===== src/rtl/mbe_pkg.sv =====
// shared widths, codes, command and status types and saturating helpers
// for the escape-time block; no dependencies
package mbe_pkg;

   localparam int FRAC_BITS  = 36;
   localparam int COORD_BITS = 48;
   localparam int COUNT_BITS = 16;
   localparam int PIXEL_BITS = 12;
   localparam int LIMIT_BITS = 10;
   localparam int STEP_BITS  = COORD_BITS - 1;
   localparam int PROD_BITS  = 2 * COORD_BITS;
   localparam int DIST_BITS  = (2 * COORD_BITS + 1 > 2 * FRAC_BITS + LIMIT_BITS) ?
                               2 * COORD_BITS + 1 : 2 * FRAC_BITS + LIMIT_BITS;
   localparam int CSR_INDEX_BITS = 3;

   localparam logic signed [COORD_BITS-1:0] COORD_MAX = {1'b0, {(COORD_BITS-1){1'b1}}};
   localparam logic signed [COORD_BITS-1:0] COORD_MIN = {1'b1, {(COORD_BITS-1){1'b0}}};

   localparam logic signed [COORD_BITS-1:0] RST_MIN_REAL  = COORD_BITS'(-64'sd144310901146);
   localparam logic signed [COORD_BITS-1:0] RST_MAX_IMAG  = COORD_BITS'(64'sd57105884968);
   localparam logic [STEP_BITS-1:0]         RST_STEP_REAL = STEP_BITS'(64'd190352951);
   localparam logic [STEP_BITS-1:0]         RST_STEP_IMAG = STEP_BITS'(64'd190352951);
   localparam logic [COUNT_BITS-1:0]        RST_MAX_ITER  = COUNT_BITS'(512);
   localparam logic [LIMIT_BITS-1:0]        RST_ESC_LIMIT = LIMIT_BITS'(400);

   typedef enum logic [CSR_INDEX_BITS-1:0] {
      CSR_MIN_REAL   = 3'd0,
      CSR_MAX_IMAG   = 3'd1,
      CSR_STEP_REAL  = 3'd2,
      CSR_STEP_IMAG  = 3'd3,
      CSR_MAX_ITER   = 3'd4,
      CSR_ESC_LIMIT  = 3'd5
   } csr_index_type;

   typedef enum logic [1:0] {
      MUL_MAP,
      MUL_ITER,
      MUL_SQ
   } mul_sel_type;

   typedef struct packed {
      mul_sel_type mul_sel;
      logic        load_pix;
      logic        init;
      logic        load_np;
      logic        load_z;
      logic        load_st;
   } cmd_type;

   typedef struct packed {
      logic more;
   } status_type;

   function automatic logic signed [COORD_BITS-1:0] sat_coord(
      input logic signed [PROD_BITS-1:0] x);
      logic all_ones;
      logic all_zeros;
      all_ones  = &x[PROD_BITS-1:COORD_BITS-1];
      all_zeros = ~|x[PROD_BITS-1:COORD_BITS-1];
      if (all_ones || all_zeros) begin
         return x[COORD_BITS-1:0];
      end else if (x[PROD_BITS-1]) begin
         return COORD_MIN;
      end else begin
         return COORD_MAX;
      end
   endfunction

   function automatic logic signed [COORD_BITS-1:0] shr_sat(
      input logic signed [PROD_BITS-1:0] x);
      logic signed [PROD_BITS-1:0] sh;
      sh = x >>> FRAC_BITS;
      return sat_coord(sh);
   endfunction

   function automatic logic signed [COORD_BITS-1:0] sat_add(
      input logic signed [COORD_BITS-1:0] a,
      input logic signed [COORD_BITS-1:0] b);
      logic signed [COORD_BITS:0] sum;
      sum = (COORD_BITS+1)'(a) + (COORD_BITS+1)'(b);
      if (sum[COORD_BITS] != sum[COORD_BITS-1]) begin
         return sum[COORD_BITS] ? COORD_MIN : COORD_MAX;
      end else begin
         return sum[COORD_BITS-1:0];
      end
   endfunction

   function automatic logic signed [COORD_BITS-1:0] sat_sub(
      input logic signed [COORD_BITS-1:0] a,
      input logic signed [COORD_BITS-1:0] b);
      logic signed [COORD_BITS:0] dif;
      dif = (COORD_BITS+1)'(a) - (COORD_BITS+1)'(b);
      if (dif[COORD_BITS] != dif[COORD_BITS-1]) begin
         return dif[COORD_BITS] ? COORD_MIN : COORD_MAX;
      end else begin
         return dif[COORD_BITS-1:0];
      end
   endfunction

endpackage


===== src/rtl/mbe_ctrl.sv =====
// escape-time sequencer: steps the datapath through mapping and iterations
// and strobes the result; depends on mbe_pkg
module mbe_ctrl (
   input  logic                clock,
   input  logic                reset,
   input  logic                start,
   input  mbe_pkg::status_type status,
   output logic                busy,
   output logic                rsp_valid,
   output mbe_pkg::cmd_type    cmd
);

   typedef enum logic [3:0] {
      ST_IDLE,
      ST_MAP_ISSUE,
      ST_MAP_WAIT,
      ST_MAP_LOAD,
      ST_IT_MUL,
      ST_IT_WAIT1,
      ST_IT_SHIFT,
      ST_IT_UPD,
      ST_IT_SQ,
      ST_IT_WAIT2,
      ST_IT_CMP
   } state_type;

   state_type state_ff;
   state_type state_in;
   logic      rsp_valid_ff;
   logic      rsp_valid_in;

   always_comb begin
      state_in     = state_ff;
      rsp_valid_in = 1'b0;
      unique case (state_ff)
         ST_IDLE:      if (start) state_in = ST_MAP_ISSUE;
         ST_MAP_ISSUE: state_in = ST_MAP_WAIT;
         ST_MAP_WAIT:  state_in = ST_MAP_LOAD;
         ST_MAP_LOAD:  state_in = ST_IT_MUL;
         ST_IT_MUL:    state_in = ST_IT_WAIT1;
         ST_IT_WAIT1:  state_in = ST_IT_SHIFT;
         ST_IT_SHIFT:  state_in = ST_IT_UPD;
         ST_IT_UPD:    state_in = ST_IT_SQ;
         ST_IT_SQ:     state_in = ST_IT_WAIT2;
         ST_IT_WAIT2:  state_in = ST_IT_CMP;
         ST_IT_CMP: begin
            if (status.more) begin
               state_in = ST_IT_MUL;
            end else begin
               state_in     = ST_IDLE;
               rsp_valid_in = 1'b1;
            end
         end
         default:      state_in = ST_IDLE;
      endcase
   end

   always_ff @(posedge clock) begin
      if (reset) begin
         state_ff     <= ST_IDLE;
         rsp_valid_ff <= 1'b0;
      end else begin
         state_ff     <= state_in;
         rsp_valid_ff <= rsp_valid_in;
      end
   end

   always_comb begin
      cmd          = '0;
      cmd.mul_sel  = mbe_pkg::MUL_ITER;
      unique case (state_ff)
         ST_IDLE:      cmd.load_pix = 1'b1;
         ST_MAP_ISSUE: cmd.mul_sel  = mbe_pkg::MUL_MAP;
         ST_MAP_WAIT:  cmd.mul_sel  = mbe_pkg::MUL_MAP;
         ST_MAP_LOAD:  cmd.init     = 1'b1;
         ST_IT_MUL:    cmd.mul_sel  = mbe_pkg::MUL_ITER;
         ST_IT_WAIT1:  cmd.mul_sel  = mbe_pkg::MUL_ITER;
         ST_IT_SHIFT:  cmd.load_np  = 1'b1;
         ST_IT_UPD:    cmd.load_z   = 1'b1;
         ST_IT_SQ:     cmd.mul_sel  = mbe_pkg::MUL_SQ;
         ST_IT_WAIT2:  cmd.mul_sel  = mbe_pkg::MUL_SQ;
         ST_IT_CMP: begin
            cmd.mul_sel = mbe_pkg::MUL_SQ;
            cmd.load_st = 1'b1;
         end
         default: ;
      endcase
   end

   assign busy      = (state_ff != ST_IDLE);
   assign rsp_valid = rsp_valid_ff;

   a_rsp_when_idle: assert property (@(posedge clock) disable iff (reset)
      rsp_valid |-> !busy)
      else $error("result strobe while busy");

   a_accept_goes_busy: assert property (@(posedge clock) disable iff (reset)
      start && !busy |=> busy)
      else $error("accepted transfer did not start work");

   a_rsp_one_cycle: assert property (@(posedge clock) disable iff (reset)
      rsp_valid |=> !rsp_valid)
      else $error("result strobe longer than one cycle");

   a_rsp_after_test: assert property (@(posedge clock) disable iff (reset)
      rsp_valid |-> $past(state_ff == ST_IT_CMP))
      else $error("result strobe without a final magnitude test");

endmodule


===== config.mk =====
export PLATFORM = sky130hd
export DESIGN_NAME = mbe_ctrl
export DESIGN_NICKNAME = d
export VERILOG_FILES = /design/src/rtl/mbe_pkg.sv /design/src/rtl/mbe_ctrl.sv
export SDC_FILE = /design/constraint.sdc
export NUM_CORES = 1
export LEC_CHECK = 0
export BUFFER_PORTS_ARGS = -buffer_cell sky130_fd_sc_hd__buf_2
export CORE_AREA = 2 2 39 41
export DETAILED_ROUTE_END_ITERATION = 8
export DIE_AREA = 0 0 41 43
export SYNTH_ARGS = -nofsm -noshare
export SYNTH_HDL_FRONTEND = slang
export SYNTH_SLANG_ARGS = --single-unit

===== constraint.sdc =====
create_clock -name clock -period 2.9 [get_ports clock]
set_clock_uncertainty 0.05 [all_clocks]
set_input_delay 0.58 -clock clock [delete_from_list [all_inputs] [get_ports clock]]
set_output_delay 0.58 -clock clock [all_outputs]
set_load 0.005 [all_outputs]

==> impl_metrics.yaml, run 1 <==
outcome:
  outcome: "finished, final reports clean"
die:
  ioPinCount: 13
  core-area_um2: 1384
  die_h_um: 43
  die_w_um: 41
  initial_core_util: 0.2505
  rows: 14
  die_area_um2: 1763
routing:
  drc: 0
  drt_iter0_drc: 6
  wl_per_cell_um: 10.09
  firstDrtPassIters: 4
  vias: 316
  via_per_inst: 4.788
  ant_nets: 0
  finalWirelength_um: 666
synth:
  yosys.area_share.adder: 0
  synth-simple-area-share: 0.3466
  yosysMostFrequentCell: "nor2_1"
  yosys-top-cells-area: "dfxtp_1, buf_6, nor2_1"
  synth.avg_cell_area_um2: 9.121
  synth_seq_area_share: 0.2888
  synth-seq-cells: 5
  netlist_area_um2: 346.6
  yosys.area.top_type: "dfxtp_1"
  synth-async-reset-ratio: 0
  synth_flop_cell: "dfxtp_1"
  synth_nets: 42
  yosysWarningCount: 0
  synth_compound_area_frac: 0.1877
  synthesis.instances: 38
  synth_edf_count: 0
  synth_xor_area_frac: 0
  synth_top_area_frac: 0.2888
  synthMuxAreaShare: 0.02888
  synthDistinctLibCells: 21
  synth_top_family_by_area: "simple AND/OR/NAND/NOR gates"
  synthTopCellsByCount: "nor2_1, dfxtp_1, buf_6, nand2_1, nor2b_1"
global_routing:
  first_global_vias: 254
  grt.busiest_layer: "met2"
  grt_pass1_wl_um: 910
  grt_start_max_net_pins: 14
  grtUsageMet3: 0.07853
  use_met1: 0.08013
  antenna_found_initial: 0
  use_met2: 0.1125
  gr-total-overflow: 0
  grt_use_total: 0.07924
placement:
  place.gp.congestion: 0.6902
  port_buffers: 12
  hpwl_um: 474.4
  placed_cells: 62
  placed_cell_area_um2: 379.1
clock_tree:
  cts_made_buffers: 3
  cts_hold_buf: 0
  clock_latency_ps: 240
  cts_tree: "done"
  clockBufferDepth: 2
  clk_transition_reported_paths_ps: 40
  cts_resized: 0
  cts_num_sinks: 5
  cts_root_buf: "clkbuf_4"
  post_cts_buffers: 0
  ctsHtreeMaxLevel: 1
power_and_ir_drop:
  irDropWorstVdd_v: 0.0001627
  power.leakage_nw: 0.1777
  power_w: 0.0001887
  p_per_area_nw_per_um2: 465.5
sta:
  slew_viol_final: 0
  setup-tns-final_ps: 0
  relSlewSlack: 0.7565
  fin_crit_sh: 0.6695
  hold_violations: 0
  rsz0062_at_grt: "no"
  setup_viol: 0
  fmax_mhz: 515.0
  period_needed_ps: 1942
  worst_slew_pin_slew_ps: 364.8
critical_path:
  critPathKind: "reg -> out"
  required_ps: 2270
  arrival_ps: 1310
  max_stage_delay_ps: 490
  cp-end-kind: "primary output"
  critPathLaunchType: "flop"
  path_cells: "nor2b_1, and3_2, buf_2"
  crit_slowest_cell: "dfxtp_1"
  path_max_fanout: 10
layout:
  final_nets: 55
  drive_above_1_share: 0.4200
  area_delta_synth_final_pct: 16.97
  antenna_cells: 0
  fin_area_um2: 405.4
  final_cells: 66
  nFillCells: 152
job:
  cap_violations: 0
min_path:
  hp-class: "in -> reg"
[critical path: cells and delay by family (launching register included)]
family / cells / cell delay (ps)
simple gates: 2 / 480
buf+inv: 1 / 100
flops: 1 / 490
[cell families after synthesis]
family                 Yosys count
muxes                            1
and+or+nand+nor                 20
DFF                              5
AOI/OAI and AO/OA                7
buffers and inverters            5
[layer usage]
| layer | up-vias | routed length, um |
|---|---|---|
| li1 | 162 | - |
| met1 | 145 | 349 |
| met2 | 9 | 270 |
| met3 | 0 | 46 |
| met4 | 0 | 0 |
| met5 | - | 0 |
[flip-flops by register name, indices dropped and copies added (netlist names)]
name and count:
rsp_valid 1, state_ff 4
[final timing paths]
| path | startpoint | end | slack [ps] | depth (start not counted) |
|---|---|---|---|---|
| max reg2reg | state_ff[0] | state_ff[2] | 1540 | 3 |
| min reg2reg | state_ff[0] | state_ff[0] | 640 | 1 |
| max | state_ff[1] | cmd[1] | 960 | 3 |
| min | status | rsp_valid | 480 | 2 |
[placed cells by master (no fill, tap or decap), types with 2 or more instances in the layout]
cell type | synthesis | final
nand2_1 | 3 | 3
a21oi_1 | 2 | 2
buf_2 | 0 | 12
nor2_1 | 7 | 7
dfxtp_1 | 5 | 5
clkbuf_4 | 0 | 3
nor2b_1 | 3 | 3
[metrics by stage]
step                      hold slack [ps]  setup slack (ps)    util
after floorplan                     486.9              1427       -
after global placement              601.8              1266  0.2740
after detailed placement            618.3              1235  0.2740
after CTS                           466.3             955.3  0.2929
after global routing                474.7             855.8  0.2929
final                               476.6             958.4  0.2929
[report_power, final]
group | internal, W | switching (W) | total (W)
clock network | 0.0000520 | 0.0000276 | 0.0000795
registers | 0.0000721 | 0.00000801 | 0.0000801
logic | 0.0000148 | 0.0000142 | 0.0000291
[layout make-up]
cell class,count,area (um2),area share
multi-input combinational,28,195.2,0.4815
inverter,1,3.754,0.009259
timing repair buffer,12,60.06,0.1481
tap,16,20.02,0.04938
clock buffer,4,26.28,0.06481
sequential,5,100.1,0.2469
Note: power is estimated with default switching activity, not from simulation.
==> run 2, diff against run 1 <==
==> constraint.sdc (replaced) <==
create_clock -name clock -period 1.75 [get_ports clock]
set_clock_uncertainty 0.05 [all_clocks]
set_input_delay 0.35 -clock clock [delete_from_list [all_inputs] [get_ports clock]]
set_output_delay 0.35 -clock clock [all_outputs]
set_load 0.005 [all_outputs]
==> impl_metrics.yaml, run 2 (synthesized netlist as in run 1, its figures left out) <==
outcome:
  outcome: "finished, final reports clean"
global_routing:
  first_global_vias: 230
  grt_use_total: 0.07723
  grt_pass1_wl_um: 869
  grt_start_max_net_pins: 14
  antenna_found_initial: 0
  gr-total-overflow: 0
clock_tree:
  clockBufferDepth: 2
  ctsHtreeMaxLevel: 1
  post_cts_buffers: 0
  clk_transition_reported_paths_ps: 40
  cts_num_sinks: 5
  clock_latency_ps: 240
  cts_tree: "done"
  cts_root_buf: "clkbuf_4"
  cts_hold_buf: 0
  cts_made_buffers: 3
sta:
  fmax_mhz: 601.5
  relSlewSlack: 0.7433
  setup_viol: 0
  slew_viol_final: 0
  rsz0062_at_grt: "no"
  hold_violations: 0
  setup-tns-final_ps: 0
  worst_slew_pin_slew_ps: 384.6
  fin_crit_sh: 0.9500
  period_needed_ps: 1663
critical_path:
  path_cells: "nor2b_2, and3_2, buf_2"
  path_max_fanout: 10
  cp-end-kind: "primary output"
  critPathBufInv: 1
  arrival_ps: 1260
  critPathLaunchType: "flop"
  max_stage_delay_ps: 480
  crit_slowest_cell: "dfxtp_1"
  critPathKind: "reg -> out"
  crit_family: "flip-flops"
  required_ps: 1350
power_and_ir_drop:
  clockPowerShare: 0.424
  p_sw_frac: 0.2657
  power_frac_comb: 0.156
  power.leakage_nw: 0.1780
  p_sw_w: 0.00008350
  irDropWorstVdd_v: 0.0002559
  power_w: 0.0003143
  p_per_area_nw_per_um2: 770.6
  p_seq_frac: 0.420
  internal-power_w: 0.0002308
job:
  cap_violations: 0
routing:
  m1WireLength_um: 330
  firstDrtPassIters: 4
  finalWirelength_um: 670
  drc: 0
  wl_met3_um: 55
  wl_met2_um: 284
  vias: 317
  highest_layer: "met3"
  drt_iter0_drc: 8
  via_per_inst: 4.803
  wl_per_cell_um: 10.15
  ant_nets: 0
die:
  core-area_um2: 1384
  rows: 14
  die_h_um: 43
  initial_core_util: 0.2505
  die_w_um: 41
  die_area_um2: 1763
  ioPinCount: 13
layout:
  antenna_cells: 0
  layout_common_cells: "buf_2, nor2_1, dfxtp_1, nand2_1, clkbuf_4"
  largest_reg_flops: 4
  regMostFlops: "state_ff"
  mostFrequentLayoutCell: "buf_2"
  final_nets: 55
  multi_input_area_um2: 197.7
  register_area_um2: 100.1
  area_delta_synth_final_pct: 17.69
  drive_above_1_share: 0.4400
  nFillCells: 153
placement:
  port_buffers: 12
  place.gp.congestion: 0.6903
min_path:
  hp-class: "in -> reg"
-- run 2: routing by layer --
layer  track usage  vias to the layer above
met3       0.07853                        0
met1       0.08333                      146
met5             0                        -
met4       0.02000                        0
met2        0.1031                       11
li1              -                      160
-- run 2: final timing paths --
kind	startpoint	end	slack (ps)	depth (start not counted)
min	status	rsp_valid	250	2
min reg2reg	state_ff[0]	state_ff[0]	620	1
max	state_ff[1]	cmd[1]	90	3
max reg2reg	state_ff[0]	state_ff[2]	410	3
-- run 2: what timing repair did --
item,4_1_cts,5_1_grt
endpoints found under the setup margin,0,2
resized for setup,0,1
endpoints found under the hold margin,0,0
-- run 2: power groups by stage --
stage | Combinational [W] | Sequential [W] | Clock (W)
6_report | 0.0000490 | 0.000132 | 0.000133
5_1_grt | 0.0000561 | 0.000133 | 0.000147
4_1_cts | 0.0000491 | 0.000132 | 0.000143
3_5_place_dp | 0.0000489 | 0.000134 | 0
3_3_place_gp | 0.0000492 | 0.000133 | 0
2_1_floorplan | 0.0000482 | 0.000123 | 0
-- run 2: cell type report --
type	count	area share
well taps	16	0.04908
inverters	1	0.009202
clock buffers	4	0.06442
flip-flops and latches	5	0.2454
repair buffers	12	0.1472
multi-input cells	28	0.4847
-- run 2: per-stage QoR --
step	setup slack, ps	instances	hold WS [ps]	utilization	area, um2
final	87.47	66	245.2	0.2948	407.9
after global routing	2.540	66	243.8	0.2948	407.9
after CTS	34.61	66	232.1	0.2929	405.4
after detailed placement	309.4	62	497.7	0.2740	379.1
after global placement	345.7	62	495.0	0.2740	379.1
after floorplan	506.7	38	368.9	-	346.6
==> run 3, diff against run 2 <==
--- a/config.mk
+++ b/config.mk
@@ -9,6 +9,8 @@
 export CORE_AREA = 2 2 39 41
 export DETAILED_ROUTE_END_ITERATION = 8
 export DIE_AREA = 0 0 41 43
+export GPL_TIMING_DRIVEN = 0
+export HOLD_SLACK_MARGIN = 0.08
 export SYNTH_ARGS = -nofsm -noshare
 export SYNTH_HDL_FRONTEND = slang
 export SYNTH_SLANG_ARGS = --single-unit
==> impl_metrics.yaml, run 3 (synthesized netlist as in run 1, its figures left out) <==
min_path:
  min_path_cells: 2
  hold_end: "rsp_valid"
  min_from: "status"
  hp-class: "in -> reg"
clock_tree:
  post_cts_buffers: 0
  ctsHtreeMaxLevel: 1
  clock_latency_ps: 240
  clk_transition_reported_paths_ps: 50
  cts_made_buffers: 3
  cts_num_sinks: 5
  clockBufferDepth: 2
  cts_hold_buf: 0
  cts_root_buf: "clkbuf_4"
  cts_tree: "done"
placement:
  hpwl_um: 540.4
  place.gp.congestion: 0.6983
  place_ws_ps: 322.9
  port_buffers: 12
  placed_cells: 66
layout:
  mostFrequentLayoutCell: "buf_2"
  regMostFlops: "state_ff"
  register_area_um2: 100.1
  largest_reg_flops: 4
  antenna_cells: 0
  layout_common_cells: "buf_2, nor2_1, dfxtp_1"
  final_cells: 70
  drive_above_1_share: 0.4815
  area_delta_synth_final_pct: 31.41
  nFillCells: 160
  multi_input_area_um2: 197.7
  final_nets: 59
die:
  core-area_um2: 1384
  initial_core_util: 0.2505
  die_h_um: 43
  die_area_um2: 1763
  ioPinCount: 13
  rows: 14
  die_w_um: 41
critical_path:
  critPathLaunchType: "flop"
  regToRegEndpoint: "state_ff[0]"
  critPathKind: "reg -> out"
  required_ps: 1350
  r2r_start: "state_ff[1]"
  arrival_ps: 1220
  r2r_setup_slack_ps: 520
  cp-end-kind: "primary output"
  reg2reg_depth: 4
  path_max_fanout: 10
job:
  cap_violations: 0
sta:
  fin_crit_sh: 0.9235
  worst_slew_pin_slew_ps: 349.1
  fin_ws_ps: 133.9
  whs_ps: 248.2
  setup_viol: 0
  slew_viol_final: 0
  rsz0062_at_grt: "no"
  relSlewSlack: 0.7613
  fmax_mhz: 618.8
  period_needed_ps: 1616
  hold_violations: 0
  setup-tns-final_ps: 0
global_routing:
  grt_start_max_net_pins: 11
  first_global_vias: 251
  gr-total-overflow: 0
  grt_use_total: 0.09054
  grt_pass1_wl_um: 1028
  antenna_found_initial: 0
routing:
  finalWirelength_um: 757
  via_per_inst: 4.571
  ant_nets: 0
  drc: 0
  wl_per_cell_um: 10.81
  drt_iter0_drc: 1
  vias: 320
  firstDrtPassIters: 2
power_and_ir_drop:
  p_sw_frac: 0.2781
  power_w: 0.0003337
  p_seq_frac: 0.364
  p_per_area_nw_per_um2: 732.6
  p_sw_w: 0.00009279
  internal-power_w: 0.0002409
  clockPowerShare: 0.416
  power.leakage_nw: 0.2034
  irDropWorstVdd_v: 0.0001913
  power_frac_comb: 0.220
outcome:
  outcome: "finished, final reports clean"
-- run 3: changes by cell type in the layout (fill, tap and decap cells not counted) --
cell / previous run / this run
buf_6: 0 / 3
clkbuf_8: 0 / 1
-- run 3: per-stage QoR --
stage | util | area, um2
finish | 0.3291 | 455.4
global route | 0.3291 | 455.4
CTS | 0.3273 | 452.9
detailed placement | 0.3083 | 426.7
global placement | 0.3083 | 426.7
floorplan | - | 346.6
-- run 3: layout make-up --
cell class,count,area share
multi-input combinational,28,0.4341
timing repair buffer,12,0.1319
inverter,1,0.008242
clock buffer,4,0.05769
sequential,5,0.2198
tap,16,0.04396
buffer,4,0.1044
-- run 3: timing repair --
item	CTS	global route
setup endpoints to repair	0	2
hold endpoints to repair	0	0
resized for setup	0	1
-- run 3: critical path, cell delays in order (launching register included) --
cell      delay, ps
dfxtp_1         320
clkbuf_8        150
nor2b_2         210
and3_2          190
buf_2           100
-- run 3: worst max path at each step --
stage               depth (start not counted)  endpoint   startpoint  slack [ps]
floorplan                                   3    cmd[1]  state_ff[1]         510
global placement                            4    cmd[1]  state_ff[1]         360
detailed placement                          4    cmd[1]  state_ff[1]         320
CTS                                         4    cmd[1]  state_ff[1]          40
global route                                5    cmd[2]  state_ff[1]          80
finish                                      4    cmd[1]  state_ff[1]         130
-- run 3: metal layers --
layer	wire length [um]	track usage	share of wire
met5	0	0	0
met2	331	0.1094	0.44
met3	51	0.04712	0.067
met1	358	0.1197	0.47
met4	15	0.06000	0.020
-- run 3: power groups by stage --
stage,clock [W],combinational [W],sequential (W)
3_3_place_gp,0,0.0000707,0.000124
4_1_cts,0.000144,0.0000730,0.000122
5_1_grt,0.000154,0.0000812,0.000121
3_5_place_dp,0,0.0000723,0.000124
2_1_floorplan,0,0.0000482,0.000123
6_report,0.000139,0.0000734,0.000122
